[src/rtl/core/pts_pkg.sv]
package pts_pkg;

    // Request codes carried on the input tuser.
    localparam logic [1:0] REQ_ADD   = 2'd0;
    localparam logic [1:0] REQ_DEL   = 2'd1;
    localparam logic [1:0] REQ_CLEAR = 2'd2;
    localparam logic [1:0] REQ_TICK  = 2'd3;

    // Result kinds carried on the output tuser.
    localparam logic [2:0] KIND_ADD   = 3'd0;
    localparam logic [2:0] KIND_DEL   = 3'd1;
    localparam logic [2:0] KIND_CLEAR = 3'd2;
    localparam logic [2:0] KIND_FIRE  = 3'd3;
    localparam logic [2:0] KIND_FULL  = 3'd4;

    // Most firings one tick may produce.
    localparam int          MAX_FIRE  = 16;
    localparam logic [4:0]  FIRE_LIM  = 5'd16;

    typedef enum logic [1:0] {
        ST_IDLE,
        ST_SCAN,
        ST_APPLY
    } t_state;

    typedef struct packed {
        logic load;
        logic scan;
        logic apply;
    } t_cmd;

    typedef struct packed {
        logic is_clear;
        logic scan_last;
        logic out_busy;
        logic again;
    } t_status;

endpackage

[src/rtl/core/periodic_timer_scheduler.sv]
// Periodic timer table with a millisecond tick.
// Input stream: tuser carries the request (add, delete, clear, tick) and
// tdata carries task id, delay and interval. Output stream: tuser carries the
// result kind, tdata the id, and tlast marks the final word of a request.
// Add, delete and clear each answer with one word; a tick answers with one
// word per fired timer in due-time order, or with nothing.
// A request is taken, then, except for a clear, the slot table is walked
// one slot per cycle. Add and delete walk it once before their result word
// is written; a clear writes its word without a walk. A tick walks it once
// per fired timer plus one final walk.
// One request is in progress at a time; the input is ready only between
// requests, while the last result word may still sit in the output register.
// When the receiver stalls, the walk pauses before each new result word.
// Reset empties the table and clears the tick and id counters; the block is
// ready in the first cycle after reset.
module periodic_timer_scheduler
    import pts_pkg::*;
#(
    parameter int SLOTS     = 16,
    parameter int TIME_BITS = 48
) (
    input  logic        i_clk,
    input  logic        i_rst_n,
    input  logic        i_s_tvalid,
    output logic        o_s_tready,
    input  logic [95:0] i_s_tdata,   // task_id, delay, interval
    input  logic [1:0]  i_s_tuser,   // req_type
    output logic        o_m_tvalid,
    input  logic        i_m_tready,
    output logic [31:0] o_m_tdata,   // result_id
    output logic [2:0]  o_m_tuser,   // kind
    output logic        o_m_tlast
);

    t_cmd    cmd;
    t_status status;

    pts_ctrl u_ctrl (
        .i_clk      (i_clk),
        .i_rst_n    (i_rst_n),
        .i_in_valid (i_s_tvalid),
        .i_status   (status),
        .o_in_ready (o_s_tready),
        .o_cmd      (cmd)
    );

    pts_dp #(
        .SLOTS     (SLOTS),
        .TIME_BITS (TIME_BITS)
    ) u_dp (
        .i_clk       (i_clk),
        .i_rst_n     (i_rst_n),
        .i_cmd       (cmd),
        .i_req       (i_s_tuser),
        .i_tid       (i_s_tdata[31:0]),
        .i_dly       (i_s_tdata[63:32]),
        .i_ivl       (i_s_tdata[95:64]),
        .i_out_ready (i_m_tready),
        .o_status    (status),
        .o_out_valid (o_m_tvalid),
        .o_out_kind  (o_m_tuser),
        .o_out_id    (o_m_tdata),
        .o_out_last  (o_m_tlast)
    );

`ifndef SYNTH
    // Only one request is taken at a time.
    a_one_req: assert property (@(posedge i_clk) disable iff (!i_rst_n)
        i_s_tvalid && o_s_tready |=> !o_s_tready)
        else $error("request accepted while another is in progress");

    // Only firings can be followed by more words.
    a_single_last: assert property (@(posedge i_clk) disable iff (!i_rst_n)
        o_m_tvalid && (o_m_tuser != KIND_FIRE) |-> o_m_tlast)
        else $error("non-fire result without last");
`endif

endmodule

[src/rtl/core/pts_ctrl.sv]
module pts_ctrl
    import pts_pkg::*;
(
    input  logic    i_clk,
    input  logic    i_rst_n,
    input  logic    i_in_valid,
    input  t_status i_status,
    output logic    o_in_ready,
    output t_cmd    o_cmd
);

    t_state r_state;
    t_state n_state;

    // State register.
    always_ff @(posedge i_clk) begin
        if (!i_rst_n) begin
            r_state <= ST_IDLE;
        end else begin
            r_state <= n_state;
        end
    end

    // Next state and commands.
    always_comb begin
        n_state    = r_state;
        o_in_ready = 1'b0;
        o_cmd      = '0;
        case (r_state)
            ST_IDLE: begin
                o_in_ready = 1'b1;
                if (i_in_valid) begin
                    o_cmd.load = 1'b1;
                    n_state    = ST_SCAN;
                end
            end
            ST_SCAN: begin
                if (i_status.is_clear) begin
                    n_state = ST_APPLY;
                end else begin
                    o_cmd.scan = 1'b1;
                    if (i_status.scan_last) begin
                        n_state = ST_APPLY;
                    end
                end
            end
            ST_APPLY: begin
                if (!i_status.out_busy) begin
                    o_cmd.apply = 1'b1;
                    n_state     = i_status.again ? ST_SCAN : ST_IDLE;
                end
            end
            default: begin
                n_state = ST_IDLE;
            end
        endcase
    end

endmodule

[src/rtl/core/pts_dp.sv]
module pts_dp
    import pts_pkg::*;
#(
    parameter int SLOTS     = 16,
    parameter int TIME_BITS = 48
) (
    input  logic        i_clk,
    input  logic        i_rst_n,
    input  t_cmd        i_cmd,
    input  logic [1:0]  i_req,
    input  logic [31:0] i_tid,
    input  logic [31:0] i_dly,
    input  logic [31:0] i_ivl,
    input  logic        i_out_ready,
    output t_status     o_status,
    output logic        o_out_valid,
    output logic [2:0]  o_out_kind,
    output logic [31:0] o_out_id,
    output logic        o_out_last
);

    localparam int IDX_W = (SLOTS > 1) ? $clog2(SLOTS) : 1;
    localparam logic [IDX_W-1:0] IDX_LAST = IDX_W'(SLOTS - 1);

    // Slot table.
    logic [SLOTS-1:0]     r_valid;
    logic [SLOTS-1:0]     r_fired;
    logic [31:0]          r_id  [SLOTS];
    logic [TIME_BITS-1:0] r_due [SLOTS];
    logic [31:0]          r_ivl [SLOTS];

    // Request context.
    logic [1:0]           r_req;
    logic [31:0]          r_tid;
    logic [31:0]          r_dly;
    logic [31:0]          r_ivl_in;
    logic [31:0]          r_eid;
    logic [31:0]          r_idc;
    logic [TIME_BITS-1:0] r_now;

    // Scan state.
    logic [IDX_W-1:0]     r_idx;
    logic                 r_hit_ok;
    logic [IDX_W-1:0]     r_hit_idx;
    logic                 r_free_ok;
    logic [IDX_W-1:0]     r_free_idx;
    logic                 r_best_ok;
    logic [IDX_W-1:0]     r_best_idx;
    logic [TIME_BITS-1:0] r_best_due;
    logic [31:0]          r_best_ivl;
    logic [31:0]          r_best_id;
    logic [4:0]           r_cnt;
    logic                 r_pend;
    logic [31:0]          r_pend_id;

    // Output register.
    logic                 r_out_valid;
    logic [2:0]           r_out_kind;
    logic [31:0]          r_out_id;
    logic                 r_out_last;

    logic [31:0]          n_idc;
    logic                 cur_valid;
    logic [31:0]          cur_id;
    logic [TIME_BITS-1:0] cur_due;
    logic                 cand;
    logic                 found;
    logic [IDX_W-1:0]     wr_idx;

    assign n_idc     = r_idc + 32'd1;
    assign cur_valid = r_valid[r_idx];
    assign cur_id    = r_id[r_idx];
    assign cur_due   = r_due[r_idx];
    assign cand      = cur_valid && !r_fired[r_idx] && (cur_due <= r_now)
                       && (!r_best_ok || (cur_due < r_best_due));
    assign found     = r_best_ok && (r_cnt < FIRE_LIM);
    assign wr_idx    = r_hit_ok ? r_hit_idx : r_free_idx;

    assign o_status.is_clear  = (r_req == REQ_CLEAR);
    assign o_status.scan_last = (r_idx == IDX_LAST);
    assign o_status.out_busy  = r_out_valid;
    assign o_status.again     = (r_req == REQ_TICK) && found;

    assign o_out_valid = r_out_valid;
    assign o_out_kind  = r_out_kind;
    assign o_out_id    = r_out_id;
    assign o_out_last  = r_out_last;

    // Control state: counters, valid bits, scan flags, output handshake.
    always_ff @(posedge i_clk) begin
        if (!i_rst_n) begin
            r_valid     <= '0;
            r_fired     <= '0;
            r_idc       <= '0;
            r_now       <= '0;
            r_idx       <= '0;
            r_hit_ok    <= 1'b0;
            r_free_ok   <= 1'b0;
            r_best_ok   <= 1'b0;
            r_cnt       <= '0;
            r_pend      <= 1'b0;
            r_out_valid <= 1'b0;
            r_req       <= REQ_ADD;
        end else begin
            if (r_out_valid && i_out_ready) begin
                r_out_valid <= 1'b0;
            end
            if (i_cmd.load) begin
                r_req     <= i_req;
                r_idx     <= '0;
                r_hit_ok  <= 1'b0;
                r_free_ok <= 1'b0;
                r_best_ok <= 1'b0;
                r_fired   <= '0;
                r_cnt     <= '0;
                r_pend    <= 1'b0;
                if (i_req == REQ_ADD) begin
                    r_idc <= n_idc;
                end
                if (i_req == REQ_TICK) begin
                    r_now <= r_now + TIME_BITS'(1);
                end
            end
            if (i_cmd.scan) begin
                r_idx <= r_idx + IDX_W'(1);
                if (cur_valid && (cur_id == r_eid) && !r_hit_ok) begin
                    r_hit_ok <= 1'b1;
                end
                if (!cur_valid && !r_free_ok) begin
                    r_free_ok <= 1'b1;
                end
                if ((r_req == REQ_DEL) && cur_valid && (cur_id == r_tid)) begin
                    r_valid[r_idx] <= 1'b0;
                end
                if ((r_req == REQ_TICK) && cand) begin
                    r_best_ok <= 1'b1;
                end
            end
            if (i_cmd.apply) begin
                r_idx     <= '0;
                r_best_ok <= 1'b0;
                case (r_req)
                    REQ_ADD: begin
                        r_out_valid <= 1'b1;
                        if (r_hit_ok || r_free_ok) begin
                            r_valid[wr_idx] <= 1'b1;
                        end
                    end
                    REQ_DEL: begin
                        r_out_valid <= 1'b1;
                    end
                    REQ_CLEAR: begin
                        r_valid     <= '0;
                        r_out_valid <= 1'b1;
                    end
                    default: begin
                        if (found) begin
                            r_fired[r_best_idx] <= 1'b1;
                            r_cnt               <= r_cnt + 5'd1;
                            r_pend              <= 1'b1;
                            r_out_valid         <= r_pend;
                        end else begin
                            r_pend      <= 1'b0;
                            r_out_valid <= r_pend;
                        end
                    end
                endcase
            end
        end
    end

    // Payload: table contents, captured scan data and result fields.
    always_ff @(posedge i_clk) begin
        if (i_cmd.load) begin
            r_tid    <= i_tid;
            r_dly    <= i_dly;
            r_ivl_in <= i_ivl;
            r_eid    <= (i_tid == 32'd0) ? n_idc : i_tid;
        end
        if (i_cmd.scan) begin
            if (cur_valid && (cur_id == r_eid) && !r_hit_ok) begin
                r_hit_idx <= r_idx;
            end
            if (!cur_valid && !r_free_ok) begin
                r_free_idx <= r_idx;
            end
            if (cand) begin
                r_best_idx <= r_idx;
                r_best_due <= cur_due;
                r_best_ivl <= r_ivl[r_idx];
                r_best_id  <= cur_id;
            end
        end
        if (i_cmd.apply) begin
            case (r_req)
                REQ_ADD: begin
                    r_out_id   <= r_idc;
                    r_out_last <= 1'b1;
                    if (r_hit_ok || r_free_ok) begin
                        r_out_kind     <= KIND_ADD;
                        r_id[wr_idx]   <= r_eid;
                        r_due[wr_idx]  <= r_now + TIME_BITS'(r_dly);
                        r_ivl[wr_idx]  <= r_ivl_in;
                    end else begin
                        r_out_kind <= KIND_FULL;
                    end
                end
                REQ_DEL: begin
                    r_out_kind <= KIND_DEL;
                    r_out_id   <= r_tid;
                    r_out_last <= 1'b1;
                end
                REQ_CLEAR: begin
                    r_out_kind <= KIND_CLEAR;
                    r_out_id   <= 32'd0;
                    r_out_last <= 1'b1;
                end
                default: begin
                    r_out_kind <= KIND_FIRE;
                    r_out_id   <= r_pend_id;
                    r_out_last <= !found;
                    if (found) begin
                        r_pend_id         <= r_best_id;
                        r_due[r_best_idx] <= r_best_due + TIME_BITS'(r_best_ivl);
                    end
                end
            endcase
        end
    end

endmodule
[config.mk]
export PLATFORM = sky130hd
export DESIGN_NAME = periodic_timer_scheduler
export DESIGN_NICKNAME = d
export VERILOG_FILES = /design/src/rtl/core/pts_pkg.sv /design/src/rtl/core/periodic_timer_scheduler.sv /design/src/rtl/core/pts_ctrl.sv /design/src/rtl/core/pts_dp.sv
export SDC_FILE = /design/constraint.sdc
export NUM_CORES = 2
export LEC_CHECK = 0
export ABC_CLOCK_PERIOD_IN_PS = 19200
export BUFFER_PORTS_ARGS = -buffer_cell sky130_fd_sc_hd__buf_2
export CORE_MARGIN = 2
export CORE_UTILIZATION = 45
export DETAILED_ROUTE_END_ITERATION = 16
export PLACE_DENSITY = 0.57
export SLEW_MARGIN = 25
export SYNTH_ARGS = -nofsm -noshare
export SYNTH_HDL_FRONTEND = slang
export SYNTH_SLANG_ARGS = --single-unit
[constraint.sdc]
create_clock -name i_clk -period 19.2 [get_ports i_clk]
set_clock_uncertainty 0.2 [all_clocks]
set_input_delay 1.92 -clock i_clk [delete_from_list [all_inputs] [get_ports i_clk]]
set_output_delay 1.92 -clock i_clk [all_outputs]
set_load 0.03 [all_outputs]
==> flow_metrics.py <==
metrics = {
    "clock_network": {
        "cts-resized-gates": 0,
        "root_buffer": "clkbuf_16",
        "clk_latency_ps": 880,
        "clk_path_buf_depth": 3,
        "cts_made_buffers": 229,
        "cts_tree": "done",
        "htree_levels": 4,
        "cts.reportedPaths.clkPinSlew_ps": 60,
        "cts_hold_buf": 0,
        "postCtsSetupBuffers": 0,
        "cts_sinks": 2246,
    },
    "power": {
        "pwr-share-clk_pct": 42.7,
        "p_per_area_mw_per_mm2": 99.0,
        "p_sw_share_pct": 21.7,
        "internal-power_w": 0.00815,
        "power.leakage_nw": 33.2,
        "seqPwrFrac_pct": 52.7,
        "ir_worst_vdd_mv": 0.0811,
        "p_sw_w": 0.00226,
        "comb_power_share_pct": 4.6,
    },
    "sta": {
        "fin_hold_ws_ps": 219,
        "drv_slew": 0,
        "finalHoldViolCount": 0,
        "rsz0062_at_grt": "false",
        "layout_min_cycle_time_ps": 8300,
        "setup_viol": 0,
        "slew_headroom_pct": 27.0,
        "tightestPinTransition_ps": 1090,
        "tns_ps": 0,
        "max_freq_mhz": 120,
        "post-route-period-util_pct": 43.2,
    },
    "synth": {
        "syn_area_mm2": 0.0931,
        "syn_avg_cell_area_um2": 18.5,
        "synth.net_count": 5296,
        "synth_cells": 5026,
        "synth_edf_count": 2112,
        "yosys_most_used_dff": "edfxtp_1",
        "ys_seq_area_share_pct": 71.0,
        "ys_ff_latch": 2246,
        "yosys_warnings": 0,
        "async_flop_share_pct": 0,
        "synth_cell_type_count": 76,
    },
    "outcome": {
        "status": "finished clean",
    },
    "critical_path": {
        "endpoint_kind": "flop",
        "crit_type": "reg -> reg",
        "path_max_fanout": 64,
        "critPathLaunchType": "flop",
        "ff2ff_path_depth": 17,
        "cp.arrival_ps": 8630,
        "cp_data_required_time_ps": 19520,
    },
    "floorplanning": {
        "die_y_um": 459,
        "dieWidth_um": 459,
        "start_util_pct": 45.4,
        "row_count": 166,
        "die_area_mm2": 0.211,
        "io_pins": 140,
        "core_area_mm2": 0.205,
    },
    "grt": {
        "grt_pass1_vias": 48700,
        "grt_first_pass_wirelength_um": 351000,
        "grt_max_degree": 149,
        "grt.total_usage_pct": 23.2,
        "antenna_found_initial": 13,
        "grt_overflow": 0,
    },
    "finish": {
        "layout_commonest_cell": "edfxtp_1",
        "num-fill-cells": 16500,
        "syn2layout_area_growth_pct": 12.9,
        "layout_common_cells": "edfxtp_1 (2,112), mux4_2 (529), clkbuf_16 (231)",
        "multiInputGateArea_mm2": 0.0258,
        "drive_gt1_share_pct": 23.0,
        "ff_latch_area_mm2": 0.0661,
        "utilization_pct": 51.2,
        "final_nets": 5572,
    },
    "routing": {
        "routed_wl_um": 244000,
        "ant_nets": 0,
        "drt_iter0_markers": 4816,
        "wl_per_cell_um": 29.7,
        "vias": 48400,
        "drc": 0,
        "drtPass1Iterations": 5,
        "viasPerCell": 5.90,
    },
    "placement": {
        "place_congestion": 0.896,
        "dpl.hpwl_um": 145000,
        "port_buffers": 139,
    },
    "run": {
        "maxCapViolations": 0,
    },
    "worst_hold_path": {
        "hold_path.class": "reg -> reg",
        "whs_path_depth": 0,
    },
}
-- layer usage --
layer  vias to the layer above  track usage [%]  wire, um
li1                      20900                -         -
met1                     25600             33.6    107000
met2                      1597             36.4    115000
met3                       323             3.79     14900
met4                         6             6.50      5790
met5                         -                0        38
-- power by group through the flow --
| stage | Combinational (W) | Sequential, W | Clock [W] |
|---|---|---|---|
| 2_1_floorplan | 0.000324 | 0.00555 | 0 |
| 3_3_place_gp | 0.000476 | 0.00558 | 0 |
| 3_5_place_dp | 0.000478 | 0.00558 | 0 |
| 4_1_cts | 0.000480 | 0.00548 | 0.00453 |
| 5_1_grt | 0.000515 | 0.00549 | 0.00472 |
| 6_report | 0.000478 | 0.00548 | 0.00444 |
-- stage by stage --
stage	instances	area [um2]	setup slack (ps)	power, W
after global placement	7755	97300	10490	0.00606
after detailed placement	7758	97400	10400	0.00606
after global routing	8193	105000	10310	0.0107
after CTS	8189	105000	10390	0.0105
final	8193	105000	10900	0.0104
after floorplan	5026	93100	7990	0.00587
-- registers in the layout (all words and copies together), names as in the netlist, 16 cells and up, named ones only --
signal and cells:
u_dp.r_ivl 512, u_dp.r_best_ivl 32, u_dp.o_out_id 32, u_dp.r_idc 32, u_dp.r_due 768, u_dp.r_valid 16, u_dp.r_id 512, u_dp.r_best_id 32
u_dp.r_now 48, u_dp.r_best_due 48, u_dp.r_tid 32, u_dp.r_fired 16, u_dp.r_ivl_in 32, u_dp.r_pend_id 32, u_dp.r_eid 32, u_dp.r_dly 32
-- worst max-delay path: stages (launching register included) --
cell	delay, ps
dfxtp_4	720
buf_12	450
buf_4	790
mux4_2	610
mux4_2	530
ha_1	340
a21o_1	160
a21oi_1	140
nor2_1	60
a2111oi_0	390
o21bai_1	130
a21oi_1	170
o2111ai_1	130
a211oi_1	580
o211ai_1	270
a21oi_4	600
buf_4	790
buf_4	590
-- synthesized netlist by cell type (10+ instances only) --
library cell / count / area [um2]
nor2_1: 150 / 563
edfxtp_1: 2112 / 63400
dfxtp_1: 134 / 2680
o21a_1: 14 / 105
clkbuf_1: 117 / 439
nand2b_1: 26 / 163
nand3_1: 58 / 290
mux4_2: 529 / 11900
a21oi_1: 149 / 746
nor3_1: 60 / 300
ha_1: 166 / 2080
nand2_1: 183 / 687
nand4_1: 52 / 325
buf_4: 14 / 105
o21bai_1: 11 / 82.6
or3_1: 16 / 100
mux2i_1: 78 / 781
buf_2: 21 / 105
nor4_1: 20 / 125
a21o_1: 93 / 698
and3_1: 25 / 156
inv_1: 131 / 492
o21ai_0: 122 / 611
o211ai_1: 14 / 105
and2_1: 79 / 494
buf_6: 10 / 113
xor2_1: 89 / 780
a21boi_0: 17 / 128
a22o_1: 32 / 280
a2111oi_0: 10 / 87.6
a211oi_1: 18 / 135
nor2b_1: 52 / 325
buf_1: 49 / 184
a22oi_1: 20 / 150
mux4_1: 11 / 289
a31oi_1: 32 / 200
mux2_2: 41 / 462
xnor2_1: 162 / 1420
-- area by class of cell --
class                      count  share of cell area, %
antenna                        3                0.00714
clock buffer                 300                   5.88
clock inverter               131                   1.31
inverter                     135                  0.494
multi-input combinational   2426                   24.5
sequential                  2246                   62.9
tap                         2688                   3.20
timing repair buffer         264                   1.64
-- final timing paths --
kind / startpoint / end / slack, ps
worst min-delay path: u_dp.r_best_id[24]$_DFFE_PP_ / u_dp.r_pend_id[24]$_DFFE_PP_ / 220
worst min register to register: u_dp.r_best_id[24]$_DFFE_PP_ / u_dp.r_pend_id[24]$_DFFE_PP_ / 220
worst max-delay path: flop / u_dp.r_best_id[31]$_DFFE_PP_ / 10900
worst max register to register: flop / u_dp.r_best_id[31]$_DFFE_PP_ / 10900
-- cell families (layout without fill, tap and decap cells) --
| logic type | Yosys count | in the layout | synth area share [%] |
|---|---|---|---|
| adder cells (fa/ha/maj) | 168 | 168 | 2.27 |
| buffers and inverters | 354 | 830 | 1.73 |
| other | 0 | 3 | 0 |
| multiplexers | 659 | 659 | 14.4 |
| XOR/XNOR | 251 | 251 | 2.36 |
| AO/OA/AOI/OAI | 603 | 603 | 4.21 |
| AND/OR/NAND/NOR | 745 | 745 | 4.00 |
| flip-flops | 2246 | 2246 | 71.0 |
Power figures use the tool's default switching activity.
